File: src/rtl/tpd_pkg.sv
package tpd_pkg;

    localparam int CAPACITY   = 64;
    localparam int COORD_BITS = 48;
    localparam int TOL_W      = 32;
    localparam int DIMS_W     = 2;
    localparam int SLOT_W     = 6;
    localparam int CFG_DATA_W = 32;
    localparam int REG_IDX_W  = 1;
    localparam int CNT_W      = $clog2(CAPACITY + 1);
    localparam int CMP_W      = ((COORD_BITS > TOL_W) ? COORD_BITS : TOL_W) + 2;

    localparam logic [TOL_W-1:0]  TOL_RESET  = TOL_W'(168);
    localparam logic [DIMS_W-1:0] DIMS_RESET = DIMS_W'(3);

    // Configuration register indexes.
    localparam logic [REG_IDX_W-1:0] REG_TOLERANCE = REG_IDX_W'(0);
    localparam logic [REG_IDX_W-1:0] REG_DIMS_USED = REG_IDX_W'(1);

    typedef logic [COORD_BITS-1:0] coord_t;

    typedef struct packed {
        coord_t x;
        coord_t y;
        coord_t z;
    } entry_t;

    typedef struct packed {
        logic   valid;
        logic   hit;
        entry_t pt;
    } probe_t;

    typedef struct packed {
        logic [TOL_W-1:0] tol;
        logic             use_y;
        logic             use_z;
    } cmp_cfg_t;

    typedef enum logic [1:0] {
        ST_IDLE,
        ST_SEARCH,
        ST_FINISH
    } state_t;

    // True when |a - b| < tol for signed coordinates, evaluated without overflow.
    function automatic logic coord_close(input coord_t a, input coord_t b,
                                         input logic [TOL_W-1:0] tol);
        logic signed [CMP_W-1:0] d;
        logic signed [CMP_W-1:0] t;
        d = {{(CMP_W-COORD_BITS){a[COORD_BITS-1]}}, a}
          - {{(CMP_W-COORD_BITS){b[COORD_BITS-1]}}, b};
        t = {{(CMP_W-TOL_W){1'b0}}, tol};
        return (d < t) && (d > -t);
    endfunction

endpackage

File: src/rtl/tpd_cell.sv
module tpd_cell import tpd_pkg::*; (
    input  logic     clk,
    input  logic     rst_n,
    input  cmp_cfg_t cfg,
    input  logic     live,
    input  logic     wr_en,
    input  entry_t   wr_data,
    input  probe_t   probe_in,
    output probe_t   probe_out
);

    entry_t entry_reg;
    logic   valid_reg;
    logic   hit_reg;
    entry_t pt_reg;
    logic   match;
    logic   hit_next;

    always_comb
    begin
        match = coord_close(probe_in.pt.x, entry_reg.x, cfg.tol)
              && (!cfg.use_y || coord_close(probe_in.pt.y, entry_reg.y, cfg.tol))
              && (!cfg.use_z || coord_close(probe_in.pt.z, entry_reg.z, cfg.tol));
        hit_next = probe_in.hit || (live && match);
    end

    always_ff @(posedge clk)
    begin
        if (wr_en)
        begin
            entry_reg <= wr_data;
        end
        hit_reg <= hit_next;
        pt_reg  <= probe_in.pt;
    end

    always_ff @(posedge clk or negedge rst_n)
    begin
        if (!rst_n)
        begin
            valid_reg <= 1'b0;
        end
        else
        begin
            valid_reg <= probe_in.valid;
        end
    end

    assign probe_out = '{valid: valid_reg, hit: hit_reg, pt: pt_reg};

endmodule

File: config.mk
export PLATFORM = sky130hd
export DESIGN_NAME = tpd_cell
export DESIGN_NICKNAME = d
export VERILOG_FILES = /design/src/rtl/tpd_pkg.sv /design/src/rtl/tpd_cell.sv
export SDC_FILE = /design/constraint.sdc
export NUM_CORES = 1
export LEC_CHECK = 0
export ABC_AREA = 1
export ABC_CLOCK_PERIOD_IN_PS = 4850
export BUFFER_PORTS_ARGS = -buffer_cell sky130_fd_sc_hd__clkbuf_2
export CAP_MARGIN = 20
export CORE_MARGIN = 2
export CORE_UTILIZATION = 35
export DETAILED_ROUTE_END_ITERATION = 12
export HOLD_SLACK_MARGIN = 0.06
export PLACE_DENSITY_LB_ADDON = 0.3
export RECOVER_POWER = 50
export SLEW_MARGIN = 5
export SYNTH_ARGS = -nofsm -noshare
export SYNTH_HDL_FRONTEND = slang
export SYNTH_SLANG_ARGS = --single-unit
export TNS_END_PERCENT = 50
File: constraint.sdc
create_clock -name clk -period 4.85 [get_ports clk]
set_input_delay 0.2425 -clock clk [delete_from_list [all_inputs] [get_ports clk]]
set_output_delay 0.2425 -clock clk [all_outputs]
set_load 0.01 [all_outputs]
# Yosys cells after proc, flatten, opt, wreduce, memory -nomap -nowiden
# Cells that the tools add are included.
[op_classes]
addsub = 4
multipliers = 0
div_mod_pow = 0
n_lt_le_gt_ge = 6
n_eq_ne = 0
n_shift = 0
n_mux = 0
bitwise = 0
n_reduce_logical = 11
[ops]
columns = ["operator", "count"]
rows = [
  ["> comparator 49 x 50 -> 1 bit", 3],
  ["less-than comparator 49 x 33 -> 1 bit", 3],
  ["subtractor 48 x 48 -> 49 bit", 3],
  ["negator 32 -> 50 bit", 1],
  ["logical AND 1 bit", 6],
  ["logical OR 1 bit", 3],
  ["logical NOT 1 bit", 2],
]
[totals]
reg_bits = 290
latch_bits = 0
ramBits = 0
mem_bits_ro = 0
out_inout_bits = 146
wordCells = 29
mem_count = 0

# Logic depth before layout (Yosys ltp)
[depth]
ltp_word = 8
mapped_depth = 35

# Least setup slack after synthesis
# Ideal clock, no wire load.
[synth_timing]
path_kind = "input to register"
startpoint = "input port cfg[3] in the netlist's numbering"
endpoint = "register hit_reg"
t_arrival_ns = 3.683
t_required_ns = 4.737
path_slack_ns = 1.054
cell_stages = 32
n_path_buf = 0
cell_sequence = "inv_1 ha_1 nand2_2 nor2_2 nand4_2 nor2_2 nand2_2 inv_2 nand2_2 nor2_2 nand3_2 nor3_2 nand3_2 nor2_2 nand2_2 nor3_4 nand3_4 nor2_1 ha_1 nand2_1 nor4_1 nand2_1 nor4_1 nand2_1 inv_1 nor2_1 nor2_1 nor2_1 nand2_1 nand2_1 nand3_1 nand2_1"
[synth_via]
elab_chain_cells = 8
[synth_lines]
columns = ["item", "line", "source"]
rows = [
  ["from (decl)", "tpd_cell.sv:4", "input cmp_cfg_t cfg,"],
  ["negator 32 -> 50 bit", "tpd_pkg.sv:54", "return (d < t) && (d > -t);"],
  ["> comparator 49 x 50 -> 1 bit", "tpd_pkg.sv:54", ""],
  ["logical AND 1 bit", "tpd_pkg.sv:54", ""],
  ["logical OR 1 bit", "tpd_cell.sv:22", "&& (!cfg.use_y || coord_close(probe_in.pt.y, entry_reg.y, cfg.tol))"],
  ["logical AND 1 bit", "tpd_cell.sv:22", ""],
  ["logical AND 1 bit *", "tpd_cell.sv:23", "&& (!cfg.use_z || coord_close(probe_in.pt.z, entry_reg.z, cfg.tol));"],
  ["logical AND 1 bit *", "tpd_cell.sv:24", "hit_next = probe_in.hit || (live && match);"],
  ["logical OR 1 bit *", "tpd_cell.sv:24", ""],
  ["net hit_next", "tpd_cell.sv:17", "logic hit_next;"],
  ["to (signal assigned)", "tpd_cell.sv:33", "hit_reg <= hit_next;"],
  ["to (decl)", "tpd_cell.sv:14", "logic hit_reg;"],
]
# Mark *: on every way through the listed nets, which the timed path passes. The rest lies on a longest branch.
# A chain may end at the register's enable or synchronous reset.

# Final worst setup path
[layout_timing]
startpoint = "input port probe_in[48] in the netlist's numbering"
endpoint = "register hit_reg"
[layout_via]
elab_chain_cells = 8
[layout_lines]
columns = ["item", "line", "source"]
rows = [
  ["from (decl)", "tpd_cell.sv:8", "input probe_t probe_in,"],
  ["subtractor 48 x 48 -> 49 bit *", "tpd_pkg.sv:52", "- {{(CMP_W-COORD_BITS){b[COORD_BITS-1]}}, b};"],
  ["> comparator 49 x 50 -> 1 bit / less-than comparator 49 x 33 -> 1 bit (equally long branches)", "tpd_pkg.sv:54", ""],
  ["logical AND 1 bit *", "tpd_pkg.sv:54", ""],
  ["logical OR 1 bit *", "tpd_cell.sv:22", ""],
  ["logical AND 1 bit *", "tpd_cell.sv:22", ""],
  ["logical AND 1 bit *", "tpd_cell.sv:23", ""],
  ["logical AND 1 bit *", "tpd_cell.sv:24", ""],
  ["logical OR 1 bit *", "tpd_cell.sv:24", ""],
  ["net hit_next", "tpd_cell.sv:17", ""],
]
# Marked as above.

==> results by group <==
STA
  – Ratio of final minimum period to clock period: 89.43%
  – Final worst slack: 0.5125 ns
  – Setup total negative slack: 0 ns
  – Worst relative slew slack: -160.8%
  – Slew at the pin closest to its max-slew limit: 3.912 ns
  – Final-report hold violation count: 0
  – Max-slew violation count: 70
  – Clock Skews: 0.01527 ns
  – Post-layout minimum cycle time: 4.337 ns
  – RSZ-0062 raised after global routing: no
  – Count of final setup violators: 0
  – Max Fclk: 230.5 MHz

Route
  – Vias after detailed routing: 26.96k
  – Count of nets left with antenna violations after detail routing: 0
  – Number of DRC violations after detailed-routing iteration 0: 1765
  – Via density: 4.767
  – Routed length per placed instance: 17.03 um
  – Total wire length after detailed routing: 96310 um
  – DRT Pass-1 Iters: 5
  – Number of DRC violations after detailed routing: 0

Power
  – Static Leakage: 0.01814 uW
  – PwrDens: 283.8 nW/um^2
  – Max rail drop VDD: 0.0003071 V
  – Overall Power: 9555 uW

Floorplan
  – Horizontal die dimension: 276.7 um
  – Effective utilization at floorplan: 35.50%
  – Placeable core region: 73330 um^2
  – Std-Cell Rows: 99
  – Area enclosed by the die boundary: 76570 um^2
  – IO Pins: 474
  – Chip height: 276.7 um

Logic synthesis
  – Ys flop type: sky130_fd_sc_hd__dfxtp_1
  – Sequential share of the synthesized area: 27.86%
  – Number of instances in the synthesized netlist: 3851
  – Count leader, synth: sky130_fd_sc_hd__nand2_1
  – Number of warning messages in the yosys log: 0
  – Netlist cell types: 47
  – Share of Yosys cell area claimed by the top area cell type: 18.65%
  – Number of synthesized register bits: 290
  – Mean instance size in the synthesized netlist: 6.760 um^2
  – Library cell with the largest summed area after synthesis: sky130_fd_sc_hd__ha_1
  – Top post-synthesis cells by count: 1189 x sky130_fd_sc_hd__nand2_1, 775 x sky130_fd_sc_hd__inv_1, 388 x sky130_fd_sc_hd__ha_1, 346 x sky130_fd_sc_hd__nor2_1, 262 x sky130_fd_sc_hd__a21oi_1
  – Synth area leaders: sky130_fd_sc_hd__ha_1 19%, sky130_fd_sc_hd__nand2_1 17%, sky130_fd_sc_hd__edfxtp_1 17%
  – Area of the mapped netlist: 26030 um^2
  – Mapped Nets: 4570
  – Async set-reset flop share out of synthesis: 0.3448%
  – Post-synth EDFFs: 144

CTS
  – Number of H-tree branching levels: 2
  – Clock-pin transition on the worst setup and hold timing paths: 0.07 ns
  – Clock Root Buffer: sky130_fd_sc_hd__clkbuf_16
  – Insertion delay of the later-clocked pin in the worst-skew pair: 0.57 ns
  – Max clock buf depth: 3
  – TritonCTS buffer count: 34
  – Clock tree from TritonCTS: built
  – Clk sink count: 290

Placed design
  – HPWL after DPL: 82040 um
  – Final weighted congestion in routability-driven placement: 0.9760
  – IO Port Bufs: 473
  – Worst setup timing slack at the placement stage: 0.1502 ns

Global routing
  – Grt ovf: 0
  – Number of antenna violations at the first check in global routing: 7
  – Global-route wire length before repair: 147200 um
  – GRT Util Overall: 24.73%
  – Number of global-route vias before repair: 26.24k
  – Largest net degree at the start of global routing: 70

Worst setup path
  – Element type at the critical path end: flop
  – Startpoint type of the worst setup path: primary input
  – Worst Path Max Fanout: 5
  – Reg-to-Reg Start: entry_reg[48]
  – Req. time, crit path: 5.35 ns
  – Path type of the worst setup path: primary input to flop
  – Arrival @ worst endpoint: 4.84 ns
  – CP max stage cell: sky130_fd_sc_hd__dlygate4sd3_1
  – Most prevalent standard cell on the critical path: sky130_fd_sc_hd__nand2_1
  – Crit path largest cell delay: 0.54 ns
  – First element of the critical path: probe_in[48]

Finish
  – Share of layout cells above drive strength 1: 9.286%
  – P&R area growth vs syn: 29.32%
  – Number of nets in the finished design: 5389
  – Number of fill cells: 7555

Status
  – Status: complete, but fails checks
  – Violations in the final reports: max-capacitance violations, max-slew violations

Worst hold path
  – Min-Delay Path Class: primary input to flop
  – Worst hold path startpoint: live

Job
  – Count of maximum capacitance violations: 1
what timing repair did:
action / in CTS / in global routing
resized for setup: 0 / 3
setup endpoints to repair: 0 / 1
hold endpoints to repair: 291 / 0
hold buffers: 294 / 0
buffers inserted: 0 / 0
layer usage:
metal  global-route usage, %  part of all wire (%)  vias up
met5                       0                 0.048        -
met4                   5.323                   1.8        8
met3                   3.695                   6.4      115
met2                   42.73                    47      752
met1                   32.53                    45    12166
li1                        -                     -    13922
final timing paths:
kind / cells after the start / slack, ns / endpoint
max: 33 / 0.51 / hit_reg
min in group asynchronous: 3 / 0.52 / valid_reg
min: 7 / 0.27 / hit_reg
max reg2reg: 30 / 0.56 / hit_reg
min reg2reg: 10 / 1.24 / hit_reg
max in group asynchronous: 3 / 4.22 / valid_reg
cell type report:
type | count | area, um^2 | share of cell area (%)
Multi-Input combinational cell | 2781 | 15860 | 47.10
Sequential cell | 290 | 7252 | 21.54
Timing Repair Buffer | 786 | 5271 | 15.66
Inverter | 777 | 2917 | 8.664
Tap cell | 959 | 1200 | 3.565
Clock buffer | 42 | 922.1 | 2.739
Clock inverter | 19 | 240.2 | 0.7136
Antenna cell | 2 | 5.005 | 0.01487
cells in the final DEF, fill, tap and decap left out, drive strengths merged, types with 3 or more instances in the layout:
cell / synthesis / routed
nor2: 355 / 355
xor2: 84 / 84
nand2: 1196 / 1196
o21a: 9 / 9
a31oi: 8 / 8
or2: 3 / 3
and3: 3 / 3
dfxtp: 145 / 145
nor3: 46 / 46
a21oi: 262 / 262
nand3b: 8 / 8
fa: 3 / 3
nand4: 78 / 78
clkbuf: 1 / 514
inv: 777 / 783
clkinv: 0 / 8
xnor2: 33 / 33
bufinv: 0 / 4
nor4: 13 / 13
edfxtp: 144 / 144
buf: 2 / 20
a21o: 9 / 9
ha: 388 / 388
o21ai: 93 / 93
o221ai: 4 / 4
o211ai: 4 / 4
nand3: 139 / 139
dlygate4sd3: 0 / 294
a211oi: 6 / 6
o21bai: 26 / 26
where the power goes:
group	leakage, uW	internal, uW	total [uW]	switching [uW]
registers	0.00264	2750	2790	44.4
logic	0.0149	1470	4050	2580
clock network	0.000569	1590	2710	1120
total	0.0181	5810	9550	3750
logic make-up after synthesis:
kind of cell / count (synthesis) / share of synthesized area (%)
buf+inv: 780 / 11.28
fa+ha+maj: 391 / 18.88
flops: 290 / 27.86
xor+xnor: 117 / 3.937
compound gates: 428 / 8.931
simple gates: 1845 / 29.12
per-stage QoR:
step	utilization, %	instances	instance area [um^2]	hold WS, ns
2_1_floorplan	-	3851	26030	-0.05309
3_3_place_gp	40.54	5299	29730	0.03012
3_5_place_dp	40.54	5299	29730	0.02678
4_1_cts	46.14	5654	33830	0.1963
5_1_grt	45.90	5655	33660	0.2846
6_report	45.91	5656	33660	0.2677
critical path, delay by kind of cell:
family	cells	cell delay, ns
xor+xnor	1	0.26
buf+inv	6	0.98
fa+ha+maj	3	1.07
compound gates	2	0.38
simple gates	21	1.88
No activity file was read; power rests on OpenSTA's default activity.
